--- src/rtl/core/wgtg_pkg.sv ---
`timescale 1ns / 1ps
// Package for the waypoint go-to-goal controller.
// Holds sizes, fixed-point constants, register indexes and the CORDIC arctangent table.
package wgtg_pkg;

    localparam int WAYPOINT_COUNT    = 4;
    localparam int CORDIC_ITERATIONS = 16;
    localparam int DW                = 38;
    localparam int ZW                = 32;
    localparam int EW                = 34;
    localparam int ITW               = 5;

    localparam logic signed [ZW-1:0] PI_Q28    = 32'sd843314857;
    localparam logic signed [EW-1:0] PI_E      = 34'sd843314857;
    localparam logic signed [EW-1:0] TWO_PI_E  = 34'sd1686629714;
    localparam logic        [16:0]   INV_K_Q16 = 17'd39797;

    typedef enum logic [2:0] {
        REG_WP0    = 3'd0,
        REG_WP1    = 3'd1,
        REG_WP2    = 3'd2,
        REG_WP3    = 3'd3,
        REG_TOL    = 3'd4,
        REG_GAIN   = 3'd5,
        REG_MINSPD = 3'd6,
        REG_MAXSPD = 3'd7
    } reg_idx_t;

    typedef enum logic [7:0] {
        S_IDLE  = 8'b0000_0001,
        S_QMUL  = 8'b0000_0010,
        S_CLOAD = 8'b0000_0100,
        S_CITER = 8'b0000_1000,
        S_ERR   = 8'b0001_0000,
        S_RATE  = 8'b0010_0000,
        S_DIST  = 8'b0100_0000,
        S_OUT   = 8'b1000_0000
    } state_t;

    function automatic logic signed [ZW-1:0] atan_q28(input logic [ITW-1:0] i);
        logic signed [ZW-1:0] v;
        case (i)
            5'd0:    v = 32'sd210828714;
            5'd1:    v = 32'sd124459457;
            5'd2:    v = 32'sd65760959;
            5'd3:    v = 32'sd33381290;
            5'd4:    v = 32'sd16755422;
            5'd5:    v = 32'sd8385879;
            5'd6:    v = 32'sd4193963;
            5'd7:    v = 32'sd2097109;
            5'd8:    v = 32'sd1048571;
            5'd9:    v = 32'sd524287;
            5'd10:   v = 32'sd262144;
            5'd11:   v = 32'sd131072;
            5'd12:   v = 32'sd65536;
            5'd13:   v = 32'sd32768;
            5'd14:   v = 32'sd16384;
            5'd15:   v = 32'sd8192;
            5'd16:   v = 32'sd4096;
            5'd17:   v = 32'sd2048;
            5'd18:   v = 32'sd1024;
            5'd19:   v = 32'sd512;
            5'd20:   v = 32'sd256;
            5'd21:   v = 32'sd128;
            5'd22:   v = 32'sd64;
            5'd23:   v = 32'sd32;
            default: v = 32'sd0;
        endcase
        return v;
    endfunction

endpackage

--- src/rtl/core/waypoint_go_to_goal_controller.sv ---
`timescale 1ns / 1ps
// Top level of the waypoint go-to-goal controller: APB registers, sequencer,
// one shared multiplier and one shared vectoring CORDIC. Depends on wgtg_pkg.
// Sequence: when the waypoint is reached the result goes straight to the output;
// otherwise the four quaternion products, two CORDIC passes of CORDIC_ITERATIONS steps
// plus a load state each, then the error, rate and distance states, on the single CORDIC stage and multiplier.
// A new word is taken only in idle, after the result has been handed off while out_stall is low.
// Reset (rst_n low, asynchronous) restores the register defaults and target 0.
module waypoint_go_to_goal_controller
    import wgtg_pkg::*;
(
    input  logic               clk,
    input  logic               rst_n,
    input  logic               psel,
    input  logic               penable,
    input  logic               pwrite,
    input  logic [5:0]         paddr,
    input  logic [63:0]        pwdata,
    output logic [63:0]        prdata,
    output logic               pready,
    input  logic               in_valid,
    output logic               in_stall,
    input  logic signed [23:0] pos_x,
    input  logic signed [23:0] pos_y,
    input  logic signed [15:0] quat_x,
    input  logic signed [15:0] quat_y,
    input  logic signed [15:0] quat_z,
    input  logic signed [15:0] quat_w,
    output logic               out_valid,
    input  logic               out_stall,
    output logic               command_valid,
    output logic [11:0]        linear_speed,
    output logic signed [15:0] angular_rate,
    output logic [1:0]         target_index
);

    logic [47:0] wp_reg [4];
    logic [11:0] tol_reg, minspd_reg, maxspd_reg;
    logic [15:0] gain_reg;
    logic [1:0]  tidx_reg;
    state_t      state_reg;
    logic [1:0]  mcnt_reg;
    logic [ITW-1:0] iter_reg;
    logic        pass_reg;
    logic signed [15:0] qx_reg, qy_reg, qz_reg, qw_reg;
    logic signed [24:0] dx_reg, dy_reg;
    logic signed [EW-1:0] ax_reg, ay_reg, err_reg;
    logic signed [DW-1:0] cx_reg, cy_reg, mag_reg;
    logic signed [ZW-1:0] cz_reg, yaw_reg;
    logic        ov_reg, cmd_reg;
    logic [11:0] spd_reg;
    logic signed [15:0] rate_reg;

    logic        cfg_wr;
    reg_idx_t    cfg_idx;

    assign pready  = 1'b1;
    assign cfg_idx = reg_idx_t'(paddr[5:3]);
    assign cfg_wr  = psel && penable && pwrite;

    always_comb
    begin
        case (cfg_idx)
            REG_WP0:    prdata = {16'd0, wp_reg[0]};
            REG_WP1:    prdata = {16'd0, wp_reg[1]};
            REG_WP2:    prdata = {16'd0, wp_reg[2]};
            REG_WP3:    prdata = {16'd0, wp_reg[3]};
            REG_TOL:    prdata = {52'd0, tol_reg};
            REG_GAIN:   prdata = {48'd0, gain_reg};
            REG_MINSPD: prdata = {52'd0, minspd_reg};
            REG_MAXSPD: prdata = {52'd0, maxspd_reg};
            default:    prdata = 64'd0;
        endcase
    end

    logic [47:0]        wp_sel;
    logic signed [24:0] dx_in, dy_in, adx, ady;
    logic               reached;
    logic [1:0]         tidx_next;
    logic [2:0]         tidx_inc;

    assign wp_sel   = wp_reg[tidx_reg];
    assign dx_in    = 25'(signed'(wp_sel[47:24])) - 25'(pos_x);
    assign dy_in    = 25'(signed'(wp_sel[23:0])) - 25'(pos_y);
    assign adx      = dx_in[24] ? -dx_in : dx_in;
    assign ady      = dy_in[24] ? -dy_in : dy_in;
    assign reached  = (adx < 25'(signed'({1'b0, tol_reg})))
                   && (ady < 25'(signed'({1'b0, tol_reg})));
    assign tidx_inc = {1'b0, tidx_reg} + 3'd1;
    assign tidx_next = (tidx_inc >= 3'(WAYPOINT_COUNT)) ? 2'd0 : tidx_inc[1:0];

    // Shared multiplier.
    logic signed [DW-1:0] mul_a;
    logic signed [16:0]   mul_b;
    logic signed [54:0]   mul_p;

    always_comb
    begin
        mul_a = '0;
        mul_b = '0;
        case (state_reg)
            S_QMUL:
            begin
                case (mcnt_reg)
                    2'd0:    begin mul_a = DW'(qy_reg); mul_b = 17'(qy_reg); end
                    2'd1:    begin mul_a = DW'(qz_reg); mul_b = 17'(qz_reg); end
                    2'd2:    begin mul_a = DW'(qw_reg); mul_b = 17'(qz_reg); end
                    default: begin mul_a = DW'(qx_reg); mul_b = 17'(qy_reg); end
                endcase
            end
            S_RATE:  begin mul_a = DW'(err_reg); mul_b = signed'({1'b0, gain_reg}); end
            S_DIST:  begin mul_a = mag_reg; mul_b = signed'(INV_K_Q16); end
            default: begin mul_a = '0; mul_b = '0; end
        endcase
    end

    assign mul_p = 55'(mul_a) * 55'(mul_b);

    // CORDIC load and step.
    logic signed [DW-1:0] vx, vy, xs, ys, cx_step, cy_step;
    logic signed [ZW-1:0] cz_step;
    logic                 last_iter;

    always_comb
    begin
        if (pass_reg)
        begin
            vx = DW'(dx_reg) <<< 8;
            vy = DW'(dy_reg) <<< 8;
        end
        else
        begin
            vx = (DW'(1) <<< 28) - (DW'(ax_reg) <<< 1);
            vy = DW'(ay_reg) <<< 1;
        end
    end

    assign xs = cx_reg >>> iter_reg;
    assign ys = cy_reg >>> iter_reg;
    assign cx_step = cy_reg[DW-1] ? cx_reg - ys : cx_reg + ys;
    assign cy_step = cy_reg[DW-1] ? cy_reg + xs : cy_reg - xs;
    assign cz_step = cy_reg[DW-1] ? cz_reg - atan_q28(iter_reg) : cz_reg + atan_q28(iter_reg);
    assign last_iter = (iter_reg == ITW'(CORDIC_ITERATIONS - 1));

    // Heading error wrap.
    logic signed [EW-1:0] e0, e1, e2, e3, e4;

    always_comb
    begin
        e0 = EW'(cz_reg) - EW'(yaw_reg);
        e1 = (e0 >= PI_E) ? e0 - TWO_PI_E : e0;
        e2 = (e1 >= PI_E) ? e1 - TWO_PI_E : e1;
        e3 = (e2 < -PI_E) ? e2 + TWO_PI_E : e2;
        e4 = (e3 < -PI_E) ? e3 + TWO_PI_E : e3;
    end

    // Rate and distance from the product.
    logic signed [54:0] rsum, dsum;
    logic signed [26:0] rq;
    logic signed [30:0] dq;
    logic signed [15:0] rate_sat;
    logic [11:0]        spd_hi, spd_fin;

    assign rsum = mul_p + (55'sd1 <<< 27);
    assign rq   = 27'(rsum >>> 28);
    assign rate_sat = (rq > 27'sd32767) ? 16'sh7fff :
                      (rq < -27'sd32768) ? -16'sh8000 : 16'(rq);
    assign dsum = mul_p + (55'sd1 <<< 23);
    assign dq   = 31'(dsum >>> 24);
    assign spd_hi  = (dq > 31'(maxspd_reg)) ? maxspd_reg : dq[11:0];
    assign spd_fin = (spd_hi < minspd_reg) ? minspd_reg : spd_hi;

    assign in_stall = (state_reg != S_IDLE);

    always_ff @(posedge clk or negedge rst_n)
    begin
        if (!rst_n)
        begin
            wp_reg[0]  <= 48'd68719480832;
            wp_reg[1]  <= 48'd274877906944;
            wp_reg[2]  <= 48'd137455726592;
            wp_reg[3]  <= 48'd0;
            tol_reg    <= 12'd41;
            gain_reg   <= 16'd8192;
            minspd_reg <= 12'd819;
            maxspd_reg <= 12'd2048;
            tidx_reg   <= 2'd0;
            state_reg  <= S_IDLE;
            ov_reg     <= 1'b0;
            mcnt_reg   <= 2'd0;
            iter_reg   <= '0;
            pass_reg   <= 1'b0;
        end
        else
        begin
            if (cfg_wr)
            begin
                case (cfg_idx)
                    REG_WP0:    wp_reg[0]  <= pwdata[47:0];
                    REG_WP1:    wp_reg[1]  <= pwdata[47:0];
                    REG_WP2:    wp_reg[2]  <= pwdata[47:0];
                    REG_WP3:    wp_reg[3]  <= pwdata[47:0];
                    REG_TOL:    tol_reg    <= pwdata[11:0];
                    REG_GAIN:   gain_reg   <= pwdata[15:0];
                    REG_MINSPD: minspd_reg <= pwdata[11:0];
                    REG_MAXSPD: maxspd_reg <= pwdata[11:0];
                    default:    ;
                endcase
            end
            case (state_reg)
                S_IDLE:
                begin
                    if (in_valid)
                    begin
                        if (reached)
                        begin
                            tidx_reg  <= tidx_next;
                            ov_reg    <= 1'b1;
                            state_reg <= S_OUT;
                        end
                        else
                        begin
                            mcnt_reg  <= 2'd0;
                            state_reg <= S_QMUL;
                        end
                    end
                end
                S_QMUL:
                begin
                    mcnt_reg <= mcnt_reg + 2'd1;
                    if (mcnt_reg == 2'd3)
                    begin
                        pass_reg  <= 1'b0;
                        state_reg <= S_CLOAD;
                    end
                end
                S_CLOAD:
                begin
                    iter_reg <= '0;
                    if (vx == '0 && vy == '0)
                    begin
                        pass_reg  <= 1'b1;
                        state_reg <= pass_reg ? S_ERR : S_CLOAD;
                    end
                    else
                    begin
                        state_reg <= S_CITER;
                    end
                end
                S_CITER:
                begin
                    iter_reg <= iter_reg + ITW'(1);
                    if (last_iter)
                    begin
                        pass_reg  <= 1'b1;
                        state_reg <= pass_reg ? S_ERR : S_CLOAD;
                    end
                end
                S_ERR:   state_reg <= S_RATE;
                S_RATE:  state_reg <= S_DIST;
                S_DIST:
                begin
                    ov_reg    <= 1'b1;
                    state_reg <= S_OUT;
                end
                S_OUT:
                begin
                    if (!out_stall)
                    begin
                        ov_reg    <= 1'b0;
                        state_reg <= S_IDLE;
                    end
                end
                default: state_reg <= S_IDLE;
            endcase
        end
    end

    always_ff @(posedge clk)
    begin
        case (state_reg)
            S_IDLE:
            begin
                qx_reg   <= quat_x;
                qy_reg   <= quat_y;
                qz_reg   <= quat_z;
                qw_reg   <= quat_w;
                dx_reg   <= dx_in;
                dy_reg   <= dy_in;
                ax_reg   <= '0;
                ay_reg   <= '0;
                cmd_reg  <= 1'b0;
                spd_reg  <= 12'd0;
                rate_reg <= 16'sd0;
            end
            S_QMUL:
            begin
                if (mcnt_reg[1])
                    ay_reg <= ay_reg + EW'(mul_p);
                else
                    ax_reg <= ax_reg + EW'(mul_p);
            end
            S_CLOAD:
            begin
                if (vx == '0 && vy == '0)
                begin
                    cz_reg  <= '0;
                    mag_reg <= '0;
                    if (!pass_reg)
                        yaw_reg <= '0;
                end
                else if (vx[DW-1])
                begin
                    cx_reg <= -vx;
                    cy_reg <= -vy;
                    cz_reg <= vy[DW-1] ? -PI_Q28 : PI_Q28;
                end
                else
                begin
                    cx_reg <= vx;
                    cy_reg <= vy;
                    cz_reg <= '0;
                end
            end
            S_CITER:
            begin
                cx_reg <= cx_step;
                cy_reg <= cy_step;
                cz_reg <= cz_step;
                if (last_iter)
                begin
                    if (pass_reg)
                        mag_reg <= cx_step;
                    else
                        yaw_reg <= cz_step;
                end
            end
            S_ERR:  err_reg <= e4;
            S_RATE: rate_reg <= rate_sat;
            S_DIST:
            begin
                spd_reg <= spd_fin;
                cmd_reg <= 1'b1;
            end
            default: ;
        endcase
    end

    assign out_valid     = ov_reg;
    assign command_valid = cmd_reg;
    assign linear_speed  = spd_reg;
    assign angular_rate  = rate_reg;
    assign target_index  = tidx_reg;

`ifndef ASSERT_OFF
    a_busy_when_out: assert property (@(posedge clk) disable iff (!rst_n)
        out_valid |-> in_stall)
        else $error("input taken while a result is pending");
    a_zero_when_reached: assert property (@(posedge clk) disable iff (!rst_n)
        (out_valid && !command_valid) |-> (linear_speed == 12'd0 && angular_rate == 16'sd0))
        else $error("nonzero command on a reached waypoint");
    a_index_range: assert property (@(posedge clk) disable iff (!rst_n)
        ({1'b0, target_index} < 3'(WAYPOINT_COUNT)))
        else $error("target index out of range");
    a_index_moves_only_on_reach: assert property (@(posedge clk) disable iff (!rst_n)
        (target_index != $past(target_index)) |-> (out_valid && !command_valid))
        else $error("target index changed without reaching a waypoint");
`endif

endmodule
--- config.mk ---
export PLATFORM = sky130hd
export DESIGN_NAME = waypoint_go_to_goal_controller
export DESIGN_NICKNAME = d
export VERILOG_FILES = /design/src/rtl/core/wgtg_pkg.sv /design/src/rtl/core/waypoint_go_to_goal_controller.sv
export SDC_FILE = /design/constraint.sdc
export NUM_CORES = 2
export LEC_CHECK = 0
export BUFFER_PORTS_ARGS = -buffer_cell sky130_fd_sc_hd__buf_2
export CORE_MARGIN = 4
export CORE_UTILIZATION = 40
export CTS_CLUSTER_DIAMETER = 30
export DETAILED_ROUTE_END_ITERATION = 8
export PLACE_DENSITY = 0.67
export SLEW_MARGIN = 15
export SYNTH_ARGS = -nofsm -noshare
export SYNTH_HDL_FRONTEND = slang
export SYNTH_SLANG_ARGS = --single-unit
--- constraint.sdc ---
create_clock -name clk -period 16.7 [get_ports clk]
set_input_delay 4.175 -clock clk [delete_from_list [all_inputs] [get_ports clk]]
set_output_delay 4.175 -clock clk [all_outputs]
set_load 0.005 [all_outputs]
==> results.md <==
- Port bufs: 250
- YS warnings: 0
- Area grow syn2layout: 12.6%
- Largest register FFs: about 190
- Fin area: roughly 90000 um2
- CP required: ~17 ns
- Clock-pin slew on the worst setup and hold paths: 0.05 ns
- Post-synth EDFFs: 423
- R2R setup slack: 0.65 ns
- Nets: 10400
- Clock buffer depth: 3
- Kind of critical path: reg -> reg
- Row count: 163
- Die X: 455 um
- Routed vias/inst: 5.83
- H-tree depth: 4
- 1st-pass router iterations: 7
- CTS Root Cell: clkbuf_16
- Outcome: finished clean
- CTS buffer count: 162
- Clock sink count: a little under 700
- Maximum net fanout on the critical path: 36
- Syn Area/Cell: between 8 and 9 um2
- Tmin final: between 15 and 20 ns
- Detailed placement HPWL: roughly 220000 um
- Largest area contributor in the netlist: edfxtp_1
- Routed Antenna Nets: 0
- Final slew viol count: 0
- Leak Pwr: 39.2 nW
- RSZ-0062 raised after global routing: false
- Setup violations, final: 0
- Layout cells sized above 1: 13.2%
- Mapped Area: ~80000 um2
- Top cell type's share of synthesized area: 15.9%
- Rel. slew slack: between 15 and 20%
- Worst Skew: around 0.054 ns
- Initial core utilization: 40.3%
- Die Span Y: between 400 and 500 um
- Max Freq: 62.3 MHz
- CP endpoint kind: flop
- Final worst slack: 0.653 ns
- DIE AREA: 207000 um2
- Final Hold Fails: 0
- IR drop worst, VDD: roughly 0.18 mV
- CTS Hold Buffers Added: 0
- R2R Path Start: state_reg[3]
- Min-delay src: state_reg[6]
- Worst Hold Depth: 1
- Initial antenna violation count: 22
- Count of cell types in the netlist: approximately 130
- Total global-route track usage: approximately a quarter
- #FFs+latches synth: 686
- Core Util, Final: a little under half
- Core Region: 198000 um2
- Post-Route WL: 275000 um
- Crit path DAT: 16.59 ns
- Fraction of the yosys area taken by sequential cells: 24.2%
- Hold Path Class: reg -> reg
- FF-to-FF path depth: 50
- Largest stage delay, worst path: 0.79 ns
- Top cells by area, synth: edfxtp_1 (16%), fa_1 (16%), dfrtp_1 (7.4%)
- Worst Hold End: state_reg[5]
- Crit-path slowest cell: xnor2_1
- Pwr Density: roughly 200 nW/um2
- Pre-CTS WS: 0.218 ns
- Via count: 69500
- DRC Markers: 0
- Ys flop type: edfxtp_1
- Top cell by count, worst path: fa_1
- Async SR Flop Fraction: 38.3%
- Top-Level Pins: 287
- 1st-iter DRT viols: 6790
- Total gr overflow: 0
- Final period util: 96.1%
- CTS tree: built
- GPL Wtd Cong: between 1 and 1.5
- Routed len/inst: 23.1 um
- Worst-skew pair later-pin latency: 0.81 ns
- First-pass GRT wire length: just over 400000 um
- Worst-margin pin slew: 1.26 ns
- DP Area: around 84000 um2
- Crit start category: flop
- Largest net degree at the start of global routing: 131
- Post-Synthesis Cells: 8989
- R2R Path End: linear_speed[7]
- Max Cap Violations: 0
- Vias in the first global route: between 60000 and 70000
- Final TNS setup: 0 ns
==> cells in the mapped netlist (all sizes together) (72+ instances only) <==
master,number
a21boi,74
a21o,86
a21oi,467
a31oi,78
buf,111
clkbuf,301
dfrtp,235
edfxtp,423
fa,619
ha,450
inv,1021
mux2,251
mux2i,132
mux4,123
nand2,980
nand2b,72
nand3,120
nor2,981
nor2b,97
nor3,167
o21ai,539
o21bai,75
xnor2,397
xor2,197
==> worst max-delay path, delay by kind of cell (launching register included) <==
kind / cells / cell delay, ns
AOI/OAI and AO/OA: 15 / 3.72
xor gates and xnor gates: 2 / 0.97
adders and majority gates: 8 / 3.89
buffers and inverters: 6 / 1.48
DFF: 1 / 0.45
muxes: 1 / 0.25
and+or+nand+nor: 18 / 4.99
==> layout make-up <==
cell class | instances | area [um2]
Clock buffer | 192 | 4300
Clock inverter | 110 | 1500
Antenna cell | 11 | 27.5
Multi-Input combinational cell | 6880 | 55200
Sequential cell | 686 | 19300
Timing Repair Buffer | 383 | 2260
Fill cell | 18900 | 108000
Tap cell | 2640 | 3300
Inverter | 1026 | 3850
==> repair_timing <==
action                     4_1_cts  5_1_grt
setup endpoints to repair        0       12
setup buffers                    0        1
gates resized for setup          0        5
==> metrics by stage <==
| step | power [mW] | hold slack, ns | std cells |
|---|---|---|---|
| 4_1_cts | 17.2 | 0.495 | 11900 |
| 6_report | 17.5 | 0.498 | 11900 |
| 5_1_grt | 18.5 | 0.524 | 11900 |
| 2_1_floorplan | 10.3 | 0.447 | 9004 |
| 3_5_place_dp | 13.8 | 0.494 | 11600 |
| 3_3_place_gp | 13.6 | 0.483 | 11600 |
==> per-layer routing <==
layer	wire (um)	part of all wire [%]	global-route usage [%]
met1	109000	40	33.7
met2	125000	45	41.6
met3	26500	9.6	6.06
met4	15300	5.5	12.7
met5	98	0.036	0
==> where the power goes <==
group / switching (mW) / internal, mW / total [mW]
sequential: 0.476 / 2.62 / 3.09
combinational: 7.16 / 3.89 / 11.0
clock: 1.11 / 2.21 / 3.31
==> cell families (layout without fill, tap and decap cells) <==
kind of cell | after synthesis | after routing | share of synthesized area (%)
buffers and inverters | 1438 | 1711 | 6.95
XOR/XNOR | 594 | 594 | 6.55
adder cells (fa/ha/maj) | 1069 | 1069 | 22.6
other | 2 | 28 | 0.00941
multiplexers | 506 | 506 | 8.67
flip-flops | 686 | 686 | 24.2
AO/OA/AOI/OAI | 1864 | 1864 | 15.1
AND/OR/NAND/NOR | 2830 | 2830 | 16.0
==> placed cells by master, fill, tap and decap left out, drive strengths merged, types with 72 or more instances in the layout <==
master  instances
nor2b          97
a31oi          78
nand3         120
buf           383
edfxtp        423
dfrtp         235
o21bai         75
mux2          251
o21ai         539
a21boi         74
xor2          197
inv          1041
clkbuf        192
nand2         980
mux2i         132
a21oi         467
nor3          167
xnor2         397
nand2b         72
nor2          981
a21o           86
mux4          123
fa            619
ha            450
==> worst max-delay path by stage <==
| stage | from | endpoint | slack, ns |
|---|---|---|---|
| floorplan | mcnt_reg[1] | linear_speed[10] | 2.53 |
| global placement | state_reg[3] | linear_speed[3] | 0.31 |
| detailed placement | state_reg[3] | linear_speed[3] | 0.22 |
| CTS | state_reg[3] | linear_speed[3] | 0.1 |
| global route | state_reg[0] | linear_speed[2] | 0.03 |
| finish | state_reg[3] | linear_speed[7] | 0.65 |
No activity file was read; power rests on OpenSTA's default activity.
